===== config.mk =====
export PLATFORM = sky130hd
export DESIGN_NAME = magic_length_frame_deframer_core
export DESIGN_NICKNAME = d
export VERILOG_FILES = /design/src/hw/rtl/mlfd_pkg.sv /design/src/hw/rtl/magic_length_frame_deframer_core.sv /design/src/hw/rtl/mlfd_front.sv /design/src/hw/rtl/mlfd_parser.sv /design/src/hw/rtl/mlfd_out_queue.sv
export VERILOG_INCLUDE_DIRS = /design/src /design/src/hw/rtl
export SDC_FILE = /design/constraint.sdc
export NUM_CORES = 1
export LEC_CHECK = 0
export ABC_AREA = 1
export BUFFER_PORTS_ARGS = -buffer_cell sky130_fd_sc_hd__buf_4
export CAP_MARGIN = 15
export CORE_UTILIZATION = 30
export DETAILED_ROUTE_END_ITERATION = 16
export GPL_TIMING_DRIVEN = 0
export PLACE_DENSITY_LB_ADDON = 0.05
export RECOVER_POWER = 100
export SLEW_MARGIN = 20
export SYNTH_ARGS = -nofsm -noshare
export SYNTH_HDL_FRONTEND = slang
export SYNTH_SLANG_ARGS = --single-unit

===== constraint.sdc =====
create_clock -name clk -period 4.6 [get_ports clk]
set_clock_uncertainty 0.1 [all_clocks]
set_input_delay 1.15 -clock clk [delete_from_list [all_inputs] [get_ports clk]]
set_output_delay 1.15 -clock clk [all_outputs]
set_load 0.02 [all_outputs]

===== src/hw/rtl/magic_length_frame_deframer_core_assert.svh =====
// Assertion macros for the magic/length frame deframer.
// Used by the top level only; each macro expects clk and rst_n in scope.
`ifndef MAGIC_LENGTH_FRAME_DEFRAMER_CORE_ASSERT_SVH
`define MAGIC_LENGTH_FRAME_DEFRAMER_CORE_ASSERT_SVH

// Same-cycle implication, checked outside reset.
`define MLFD_ASSERT_NOW(lbl, ante, cons, msg) \
  lbl: assert property (@(posedge clk) disable iff (!rst_n) (ante) |-> (cons)) \
    else $error(msg);

// Next-cycle implication, checked outside reset.
`define MLFD_ASSERT_NEXT(lbl, ante, cons, msg) \
  lbl: assert property (@(posedge clk) disable iff (!rst_n) (ante) |=> (cons)) \
    else $error(msg);

`endif


===== src/hw/rtl/mlfd_pkg.sv =====
// Shared types and constants of the magic/length frame deframer.
// No dependencies; used by every RTL file of the block.
`default_nettype none

package mlfd_pkg;

  // Depth of the queues between the three parts of the block.
  localparam int unsigned QDEPTH = 2;
  localparam int unsigned QPTR_W = (QDEPTH > 1) ? $clog2(QDEPTH) : 1;
  localparam int unsigned QCNT_W = $clog2(QDEPTH + 1);

  // Configuration port.
  localparam int unsigned CFG_IDX_W  = 2;
  localparam int unsigned CFG_DATA_W = 32;

  typedef enum logic [CFG_IDX_W-1:0] {
    CFG_MAGIC_WORD       = 2'd0,
    CFG_TIMEOUT_TICKS    = 2'd1,
    CFG_MAX_FRAME_LENGTH = 2'd2
  } cfg_reg_t;

  // Register reset values. The magic word holds 0xC0, 0xC4, 0xFA, 0xCE in
  // order of arrival, first byte in the low eight bits.
  localparam logic [31:0] MAGIC_WORD_RST       = 32'hCEFA_C4C0;
  localparam logic [15:0] TIMEOUT_TICKS_RST    = 16'd1000;
  localparam logic [15:0] MAX_FRAME_LENGTH_RST = 16'd2048;

  // Default of the hard cap on the payload length.
  localparam int unsigned MAX_FRAME_DEF = 2048;

  typedef enum logic [2:0] {
    PH_MAGIC0  = 3'd0,
    PH_MAGIC1  = 3'd1,
    PH_MAGIC2  = 3'd2,
    PH_MAGIC3  = 3'd3,
    PH_LEN_LO  = 3'd4,
    PH_LEN_HI  = 3'd5,
    PH_PAYLOAD = 3'd6
  } phase_t;

  typedef enum logic [1:0] {
    KIND_PAYLOAD  = 2'd0,
    KIND_EMPTY    = 2'd1,
    KIND_ABORT    = 2'd2,
    KIND_TOO_LONG = 2'd3
  } kind_t;

  // One input word after classification.
  typedef struct packed {
    logic       is_tick;
    logic [7:0] rx_byte;
  } item_t;

  typedef struct packed {
    logic  valid;
    item_t item;
  } item_slot_t;

  // One result word.
  typedef struct packed {
    kind_t       kind;
    logic [7:0]  data;
    logic [15:0] byte_index;
    logic [15:0] frame_length;
    logic        last;
  } res_t;

  typedef struct packed {
    logic push;
    res_t res;
  } res_slot_t;

endpackage

`default_nettype wire


===== src/hw/rtl/magic_length_frame_deframer_core.sv =====
// Magic-word / length-prefixed frame deframer, top level.
// Input words come on a queue-style port: in_push with in_full; a word is taken when
// in_push is high and in_full is low. in_mode 0 carries a received byte in in_rx_byte,
// in_mode 1 is one time tick. Result words leave on out_*: while out_empty is low
// the oldest result is on the ports, and out_pop with out_empty low takes it.
// The block hunts the four magic bytes, reads a little-endian 16-bit length and
// then passes each payload byte on as one result word, with out_last on the final
// one. Empty frames, over-long lengths and inter-byte timeouts after the first payload
// byte give one frame-ending result word each. Configuration (magic word, timeout in
// ticks, length limit) is written through cfg_we/cfg_index/cfg_wdata by the user only
// while the block idles; the block itself does not enforce this. A taken word is stored
// in the input queue, parsed combinationally at its head, and its result registered in
// the result queue. Throughput: one word per cycle while the result queue has room.
// The input queue and the result queue are two words deep each, so the input side
// keeps taking words while up to two results wait. When the receiver stops popping,
// the parser stalls once the result queue is full and in_full rises after two more
// words. Synchronous reset empties both queues, puts the parser back to the hunt
// with the timer disarmed, and restores the register defaults.
`default_nettype none
`include "magic_length_frame_deframer_core_assert.svh"

module magic_length_frame_deframer_core #(
  parameter int unsigned MAX_FRAME = mlfd_pkg::MAX_FRAME_DEF
) (
  input  wire logic                            clk,
  input  wire logic                            rst_n,
  // Configuration port
  input  wire logic                            cfg_we,
  input  wire logic [mlfd_pkg::CFG_IDX_W-1:0]  cfg_index,
  input  wire logic [mlfd_pkg::CFG_DATA_W-1:0] cfg_wdata,
  // Input channel
  input  wire logic                            in_push,
  output logic                                 in_full,
  input  wire logic                            in_mode,
  input  wire logic [7:0]                      in_rx_byte,
  // Result channel
  output logic                                 out_empty,
  input  wire logic                            out_pop,
  output logic [1:0]                           out_kind,
  output logic [7:0]                           out_data,
  output logic [15:0]                          out_byte_index,
  output logic [15:0]                          out_frame_length,
  output logic                                 out_last
);

  mlfd_pkg::item_slot_t head_item;
  logic                 take;
  mlfd_pkg::res_slot_t  result;
  logic                 res_full;
  mlfd_pkg::res_t       head_res;

  // Front: accepts and classifies input words.
  mlfd_front u_front (
    .clk        (clk),
    .rst_n      (rst_n),
    .in_push    (in_push),
    .in_full    (in_full),
    .in_mode    (in_mode),
    .in_rx_byte (in_rx_byte),
    .head       (head_item),
    .take       (take)
  );

  // Back: the parser takes one queued word per cycle unless results back up.
  mlfd_parser #(
    .MAX_FRAME (MAX_FRAME)
  ) u_parser (
    .clk       (clk),
    .rst_n     (rst_n),
    .cfg_we    (cfg_we),
    .cfg_index (cfg_index),
    .cfg_wdata (cfg_wdata),
    .head      (head_item),
    .take      (take),
    .result    (result),
    .res_full  (res_full)
  );

  // Result queue toward the receiver.
  mlfd_out_queue u_out_queue (
    .clk       (clk),
    .rst_n     (rst_n),
    .result    (result),
    .res_full  (res_full),
    .out_pop   (out_pop),
    .out_empty (out_empty),
    .head      (head_res)
  );

  assign out_kind         = head_res.kind;
  assign out_data         = head_res.data;
  assign out_byte_index   = head_res.byte_index;
  assign out_frame_length = head_res.frame_length;
  assign out_last         = head_res.last;

  // The parser must never produce a result the result queue cannot hold.
  `MLFD_ASSERT_NOW(a_no_res_overflow, result.push, !res_full, "result pushed into full queue")

  // Every frame-ending result other than a payload byte closes the frame.
  `MLFD_ASSERT_NOW(a_end_is_last, (!out_empty && out_kind != mlfd_pkg::KIND_PAYLOAD), out_last, "non-payload result without last")

  // A payload byte always lies inside its frame.
  `MLFD_ASSERT_NOW(a_index_in_frame, (!out_empty && out_kind == mlfd_pkg::KIND_PAYLOAD), (out_byte_index < out_frame_length), "payload index beyond frame length")

  // A word that the parser takes from a full input queue frees a place in it.
  `MLFD_ASSERT_NEXT(a_take_frees, (take && !in_push && in_full), !in_full, "taken word did not free the input queue")

endmodule

`default_nettype wire


===== src/hw/rtl/mlfd_front.sv =====
// Front part of the deframer: accepts input words and queues them classified.
// Depends on mlfd_pkg.
`default_nettype none

module mlfd_front (
  input  wire logic                 clk,
  input  wire logic                 rst_n,
  input  wire logic                 in_push,
  output logic                      in_full,
  input  wire logic                 in_mode,
  input  wire logic [7:0]           in_rx_byte,
  output mlfd_pkg::item_slot_t      head,
  input  wire logic                 take
);

  mlfd_pkg::item_t                  mem [mlfd_pkg::QDEPTH];
  logic [mlfd_pkg::QPTR_W-1:0]      wr_ptr_r, wr_ptr_nxt;
  logic [mlfd_pkg::QPTR_W-1:0]      rd_ptr_r, rd_ptr_nxt;
  logic [mlfd_pkg::QCNT_W-1:0]      count_r, count_nxt;
  logic                             do_wr, do_rd;

  assign in_full = (count_r == mlfd_pkg::QCNT_W'(mlfd_pkg::QDEPTH));
  assign do_wr   = in_push && !in_full;
  assign do_rd   = take && (count_r != '0);

  assign head.valid = (count_r != '0);
  assign head.item  = mem[rd_ptr_r];

  always_comb begin
    wr_ptr_nxt = wr_ptr_r;
    rd_ptr_nxt = rd_ptr_r;
    count_nxt  = count_r;
    if (do_wr) begin
      wr_ptr_nxt = (wr_ptr_r == mlfd_pkg::QPTR_W'(mlfd_pkg::QDEPTH - 1)) ? '0
                 : wr_ptr_r + 1'b1;
    end
    if (do_rd) begin
      rd_ptr_nxt = (rd_ptr_r == mlfd_pkg::QPTR_W'(mlfd_pkg::QDEPTH - 1)) ? '0
                 : rd_ptr_r + 1'b1;
    end
    if (do_wr && !do_rd) begin
      count_nxt = count_r + 1'b1;
    end else if (do_rd && !do_wr) begin
      count_nxt = count_r - 1'b1;
    end
  end

  always_ff @(posedge clk) begin
    if (!rst_n) begin
      wr_ptr_r <= '0;
      rd_ptr_r <= '0;
      count_r  <= '0;
    end else begin
      wr_ptr_r <= wr_ptr_nxt;
      rd_ptr_r <= rd_ptr_nxt;
      count_r  <= count_nxt;
    end
  end

  // A tick carries no byte; its byte is stored as zero.
  always_ff @(posedge clk) begin
    if (do_wr) begin
      mem[wr_ptr_r].is_tick <= in_mode;
      mem[wr_ptr_r].rx_byte <= in_mode ? 8'h00 : in_rx_byte;
    end
  end

endmodule

`default_nettype wire


===== src/hw/rtl/mlfd_parser.sv =====
// Back part of the deframer: configuration registers and the frame parser.
// Depends on mlfd_pkg.
`default_nettype none

module mlfd_parser #(
  parameter int unsigned MAX_FRAME = mlfd_pkg::MAX_FRAME_DEF
) (
  input  wire logic                           clk,
  input  wire logic                           rst_n,
  input  wire logic                           cfg_we,
  input  wire logic [mlfd_pkg::CFG_IDX_W-1:0] cfg_index,
  input  wire logic [mlfd_pkg::CFG_DATA_W-1:0] cfg_wdata,
  input  mlfd_pkg::item_slot_t                head,
  output logic                                take,
  output mlfd_pkg::res_slot_t                 result,
  input  wire logic                           res_full
);

  localparam logic [15:0] LIMIT_CAP = 16'(MAX_FRAME);

  logic [31:0]      magic_r;
  logic [15:0]      timeout_r;
  logic [15:0]      max_len_r;

  mlfd_pkg::phase_t phase_r, phase_nxt;
  logic [15:0]      len_r, len_nxt;
  logic [15:0]      count_r, count_nxt;
  logic [15:0]      timer_r, timer_nxt;
  logic             armed_r, armed_nxt;

  logic [15:0]      limit;
  logic [15:0]      timer_inc;
  logic [7:0]       want;
  logic [15:0]      len_full;
  logic [16:0]      idx_inc;
  logic             hunt;
  logic [1:0]       magic_sel;

  assign take      = head.valid && !res_full;
  assign limit     = (LIMIT_CAP < max_len_r) ? LIMIT_CAP : max_len_r;
  assign timer_inc = (timer_r != 16'hFFFF) ? timer_r + 16'd1 : timer_r;
  assign magic_sel = phase_r[1:0];
  assign want      = magic_r[{magic_sel, 3'b000} +: 8];
  assign len_full  = {head.item.rx_byte, len_r[7:0]};
  assign idx_inc   = {1'b0, count_r} + 17'd1;

  always_comb begin
    phase_nxt = phase_r;
    len_nxt   = len_r;
    count_nxt = count_r;
    timer_nxt = timer_r;
    armed_nxt = armed_r;
    hunt      = 1'b0;

    result.push             = 1'b0;
    result.res.kind         = mlfd_pkg::KIND_PAYLOAD;
    result.res.data         = 8'h00;
    result.res.byte_index   = 16'd0;
    result.res.frame_length = 16'd0;
    result.res.last         = 1'b0;

    if (take) begin
      if (head.item.is_tick) begin
        if (armed_r) begin
          if (timer_inc >= timeout_r) begin
            hunt = 1'b1;
            // An abort is reported only once payload has gone out.
            if (phase_r == mlfd_pkg::PH_PAYLOAD && count_r != 16'd0) begin
              result.push             = 1'b1;
              result.res.kind         = mlfd_pkg::KIND_ABORT;
              result.res.byte_index   = count_r;
              result.res.frame_length = len_r;
              result.res.last         = 1'b1;
            end
          end else begin
            timer_nxt = timer_inc;
          end
        end
      end else begin
        timer_nxt = 16'd0;
        armed_nxt = 1'b1;
        case (phase_r)
          mlfd_pkg::PH_MAGIC0, mlfd_pkg::PH_MAGIC1,
          mlfd_pkg::PH_MAGIC2, mlfd_pkg::PH_MAGIC3: begin
            if (head.item.rx_byte == want) begin
              phase_nxt = mlfd_pkg::phase_t'(3'(phase_r) + 3'd1);
            end else begin
              hunt = 1'b1;
            end
          end
          mlfd_pkg::PH_LEN_LO: begin
            len_nxt   = {8'h00, head.item.rx_byte};
            phase_nxt = mlfd_pkg::PH_LEN_HI;
          end
          mlfd_pkg::PH_LEN_HI: begin
            if (len_full == 16'd0) begin
              hunt            = 1'b1;
              result.push     = 1'b1;
              result.res.kind = mlfd_pkg::KIND_EMPTY;
              result.res.last = 1'b1;
            end else if (len_full > limit) begin
              hunt                    = 1'b1;
              result.push             = 1'b1;
              result.res.kind         = mlfd_pkg::KIND_TOO_LONG;
              result.res.frame_length = len_full;
              result.res.last         = 1'b1;
            end else begin
              len_nxt   = len_full;
              count_nxt = 16'd0;
              phase_nxt = mlfd_pkg::PH_PAYLOAD;
            end
          end
          mlfd_pkg::PH_PAYLOAD: begin
            result.push             = 1'b1;
            result.res.kind         = mlfd_pkg::KIND_PAYLOAD;
            result.res.data         = head.item.rx_byte;
            result.res.byte_index   = count_r;
            result.res.frame_length = len_r;
            result.res.last         = (idx_inc >= {1'b0, len_r});
            if (result.res.last) begin
              hunt = 1'b1;
            end else begin
              count_nxt = idx_inc[15:0];
            end
          end
          default: begin
            hunt = 1'b1;
          end
        endcase
      end
    end

    if (hunt) begin
      phase_nxt = mlfd_pkg::PH_MAGIC0;
      len_nxt   = 16'd0;
      count_nxt = 16'd0;
      timer_nxt = 16'd0;
      armed_nxt = 1'b0;
    end
  end

  always_ff @(posedge clk) begin
    if (!rst_n) begin
      phase_r <= mlfd_pkg::PH_MAGIC0;
      len_r   <= 16'd0;
      count_r <= 16'd0;
      timer_r <= 16'd0;
      armed_r <= 1'b0;
    end else begin
      phase_r <= phase_nxt;
      len_r   <= len_nxt;
      count_r <= count_nxt;
      timer_r <= timer_nxt;
      armed_r <= armed_nxt;
    end
  end

  always_ff @(posedge clk) begin
    if (!rst_n) begin
      magic_r   <= mlfd_pkg::MAGIC_WORD_RST;
      timeout_r <= mlfd_pkg::TIMEOUT_TICKS_RST;
      max_len_r <= mlfd_pkg::MAX_FRAME_LENGTH_RST;
    end else if (cfg_we) begin
      case (mlfd_pkg::cfg_reg_t'(cfg_index))
        mlfd_pkg::CFG_MAGIC_WORD:       magic_r   <= cfg_wdata;
        mlfd_pkg::CFG_TIMEOUT_TICKS:    timeout_r <= cfg_wdata[15:0];
        mlfd_pkg::CFG_MAX_FRAME_LENGTH: max_len_r <= cfg_wdata[15:0];
        default: begin
        end
      endcase
    end
  end

endmodule

`default_nettype wire


===== src/hw/rtl/mlfd_out_queue.sv =====
// Result queue of the deframer: holds finished words until they are popped.
// Depends on mlfd_pkg.
`default_nettype none

module mlfd_out_queue (
  input  wire logic          clk,
  input  wire logic          rst_n,
  input  mlfd_pkg::res_slot_t result,
  output logic               res_full,
  input  wire logic          out_pop,
  output logic               out_empty,
  output mlfd_pkg::res_t     head
);

  mlfd_pkg::res_t                   mem [mlfd_pkg::QDEPTH];
  logic [mlfd_pkg::QPTR_W-1:0]      wr_ptr_r, wr_ptr_nxt;
  logic [mlfd_pkg::QPTR_W-1:0]      rd_ptr_r, rd_ptr_nxt;
  logic [mlfd_pkg::QCNT_W-1:0]      count_r, count_nxt;
  logic                             do_wr, do_rd;

  assign res_full  = (count_r == mlfd_pkg::QCNT_W'(mlfd_pkg::QDEPTH));
  assign out_empty = (count_r == '0);
  assign do_wr     = result.push && !res_full;
  assign do_rd     = out_pop && !out_empty;
  assign head      = mem[rd_ptr_r];

  always_comb begin
    wr_ptr_nxt = wr_ptr_r;
    rd_ptr_nxt = rd_ptr_r;
    count_nxt  = count_r;
    if (do_wr) begin
      wr_ptr_nxt = (wr_ptr_r == mlfd_pkg::QPTR_W'(mlfd_pkg::QDEPTH - 1)) ? '0
                 : wr_ptr_r + 1'b1;
    end
    if (do_rd) begin
      rd_ptr_nxt = (rd_ptr_r == mlfd_pkg::QPTR_W'(mlfd_pkg::QDEPTH - 1)) ? '0
                 : rd_ptr_r + 1'b1;
    end
    if (do_wr && !do_rd) begin
      count_nxt = count_r + 1'b1;
    end else if (do_rd && !do_wr) begin
      count_nxt = count_r - 1'b1;
    end
  end

  always_ff @(posedge clk) begin
    if (!rst_n) begin
      wr_ptr_r <= '0;
      rd_ptr_r <= '0;
      count_r  <= '0;
    end else begin
      wr_ptr_r <= wr_ptr_nxt;
      rd_ptr_r <= rd_ptr_nxt;
      count_r  <= count_nxt;
    end
  end

  always_ff @(posedge clk) begin
    if (do_wr) begin
      mem[wr_ptr_r] <= result.res;
    end
  end

endmodule

`default_nettype wire


==> reports/results.ini <==
[outcome]
status = finished clean

[route]
wirelength_mm = 34.1
vias_per_cell = 4.57
wl_met3_mm = 1.28
wire_per_inst_um = 16.1
met2WireLength_mm = 15.4
drt_iter0_drc = 484
ant_nets = 0
route.detailed.drc = 0
dr.max_layer_used = met4
vias = 9680
wl_met1_mm = 16.9
drt_first_pass_iters = 4

[grt]
grt_pass1_vias = 9654
grt_pass1_wl_mm = 54.5
grt_remaining_overflow = 0
grt_usage_pct = 17.3
grt_max_degree = 24
antenna_found_initial = 0

[die]
fp.coreArea_mm2 = 0.0387
initial_core_util_pct = 30.4
die_w_um = 200
io-pin-count = 93
row_count = 72
die_y_um = 200
die-area_mm2 = 0.0401

[clock_network]
htreeDepth = 1
cts.clk_slew.worst_paths_ps = 60
cts_buffers = 28
clock_sinks = 230
cts_tree = built
cts_buffer_depth = 3
root_buffer = clkbuf_16
clk_latency_ps = 560

[sta]
worst_pin_slew_ps = 926
rsz0062_at_grt = false
finalSetupTns_ps = 0
fmax_mhz = 243
min_period_ps = 4110
layout_worst_path_cycle_share_pct = 89.4
drv_slew = 0
setup_viol = 0
relSlewSlack_pct = 38.0
finalHoldViolCount = 0

[yosys]
synth_cells = 1447
synth_flop_cell = dfxtp_1
async_flop_share_pct = 0
ys_seq_elements = 230
yosysWarningCount = 0
synth.cell_area_mm2 = 0.0118
yosysUniqueCellTypes = 40
avgSynthCellArea_um2 = 8.15
yosysSeqAreaShare_pct = 47.9
synth_edf_count = 104

[final_layout]
nets = 1686
drive_above_1_share_pct = 11.4
final_cells = 2120
post-route-util_pct = 36.3
diodes = 0
area_growth_pct = 19.2
fillers = 4143

[critical_path]
start_kind = register
end_kind = register
max_stage_delay_ps = 380
cp_slowest_cell = dfxtp_1
cpMostUsedCell = nand2_1
worstPathRequired_ps = 4750
path_cells = ha_1 > nand4_1 > nor2_1 > inv_1 > nor3_1 > o21ai_0 > ha_1 > nand2_1 > nor4_1 > nand2_1 > nand3_1 > nand2_1 > nand2_1 > nand3_2 > nor2_4 > buf_16 > buf_6
critPathMaxFanout = 20
worstSetupPathType = register to register
worstPathArrival_ps = 4260

[power]
powerDensity_mw_per_mm2 = 455
leakage_nw = 6.00
vdd_ir_drop_max_mv = 0.361

[placement]
dpl.hpwl_mm = 25.6
place_congestion = 0.849
placed_cells = 2062
portBuffers = 91

[run]
cap_violations = 0

[hold_path]
hold_class = register to register

-- through the flow --
| stage | setup WS, ps | power, mW | hold WS [ps] | instance area, um2 |
|---|---|---|---|---|
| 2_1_floorplan | 515 | 3.53 | 326 | 11800 |
| 3_3_place_gp | -1030 | 4.21 | 338 | 13100 |
| 3_5_place_dp | 81.4 | 4.24 | 345 | 13200 |
| 4_1_cts | 67.2 | 6.61 | 359 | 14200 |
| 5_1_grt | 49.6 | 6.74 | 367 | 14100 |
| 6_report | 486 | 6.39 | 359 | 14100 |
-- final timing paths --
path,startpoint,slack [ps],depth (start not counted),endpoint
hold / removal,u_parser.magic_r[20],360,2,u_parser.magic_r[20]
setup reg to reg,u_parser.timer_r[0],490,17,u_out_queue.mem[1][29]
hold reg to reg,u_parser.magic_r[20],360,2,u_parser.magic_r[20]
setup / recovery,u_parser.timer_r[0],490,17,u_out_queue.mem[1][29]
-- power breakdown --
group	switching [mW]	internal (mW)	total [mW]	leakage (nW)
sequential	0.0650	2.35	2.41	1.98
combinational	1.15	0.492	1.65	3.55
clock	0.889	1.45	2.34	0.474
total	2.11	4.28	6.39	6.00
-- sequential cells by signal (all words and copies together), names as in the netlist, 3 cells and up, named ones only --
signal and count:
u_out_queue.mem 86, u_parser.magic_r 32, u_front.mem 18, u_parser.count_r 16
u_parser.len_r 16, u_parser.max_len_r 16, u_parser.timeout_r 16, u_parser.timer_r 16
u_parser.phase_r 3
-- cell families (layout without fill, tap and decap cells) --
kind of cell / count (synthesis) / in the layout / synth area share, %
AND/OR/NAND/NOR: 680 / 681 / 24.1
flip-flops: 230 / 230 / 47.9
buffers and inverters: 226 / 377 / 7.82
AO/OA/AOI/OAI: 198 / 198 / 9.13
adder cells (fa/ha/maj): 57 / 57 / 6.05
multiplexers: 44 / 44 / 4.20
XOR/XNOR: 11 / 11 / 0.817
other: 1 / 4 / 0.0318
-- cell usage after synthesis (3+ instances only) --
cell type / count / area [um2]
xor2_1: 8 / 70.1
nand3_1: 86 / 430
buf_2: 6 / 30.0
nor2_2: 6 / 37.5
o21ai_2: 8 / 70.1
nor3_1: 44 / 220
nand2_1: 311 / 1170
dfxtp_1: 126 / 2520
xnor2_1: 3 / 26.3
nor2_1: 200 / 751
buf_4: 3 / 22.5
nand4_1: 19 / 119
o21ai_0: 101 / 505
inv_1: 171 / 642
mux2_2: 44 / 495
edfxtp_1: 104 / 3120
o21ai_1: 12 / 60.1
clkbuf_1: 34 / 128
a21oi_1: 61 / 305
nor4_1: 3 / 18.8
buf_6: 7 / 78.8
o211ai_1: 7 / 52.6
ha_1: 57 / 713
nand2_2: 3 / 18.8
-- routing by layer --
layer / vias up / track usage, %
li1: 5037 / -
met1: 4455 / 24.0
met2: 153 / 28.2
met3: 35 / 2.83
met4: 0 / 3.38
met5: - / 0
-- timing repair --
item / CTS / global route
setup endpoints to repair: 0 / 81
buffers inserted: 0 / 6
hold buffers: 0 / 0
gates resized for setup: 0 / 6
-- final cells by class --
class | count | area, um2 | share of cell area [%]
plain buffers | 52 | 233 | 1.66
well taps | 518 | 648 | 4.61
clock buffers | 37 | 764 | 5.44
repair buffers | 100 | 644 | 4.59
flip-flops and latches | 230 | 5650 | 40.2
multi-input cells | 995 | 5250 | 37.4
inverters | 174 | 656 | 4.67
clock inverters | 14 | 210 | 1.50
-- cell usage in the layout, fill, tap and decap left out, types with 28 or more instances in the layout --
cell type	netlist	routed
edfxtp_1	104	104
nand2_1	311	313
nor2_1	200	199
clkbuf_1	34	82
nand3_1	86	85
buf_4	3	57
o21ai_0	101	102
ha_1	57	57
nor3_1	44	43
clkbuf_16	0	28
inv_1	171	171
dfxtp_1	126	126
a21oi_1	61	61
mux2_2	44	34
-- critical path: cells and delay by family, from the launching register on --
kind,cells,cell delay (ps)
buffers and inverters,3,520
flip-flops,1,380
AND/OR/NAND/NOR,11,2110
AO/OA/AOI/OAI,1,180
adder cells (fa/ha/maj),2,510
(Power assumes the default switching activity.)
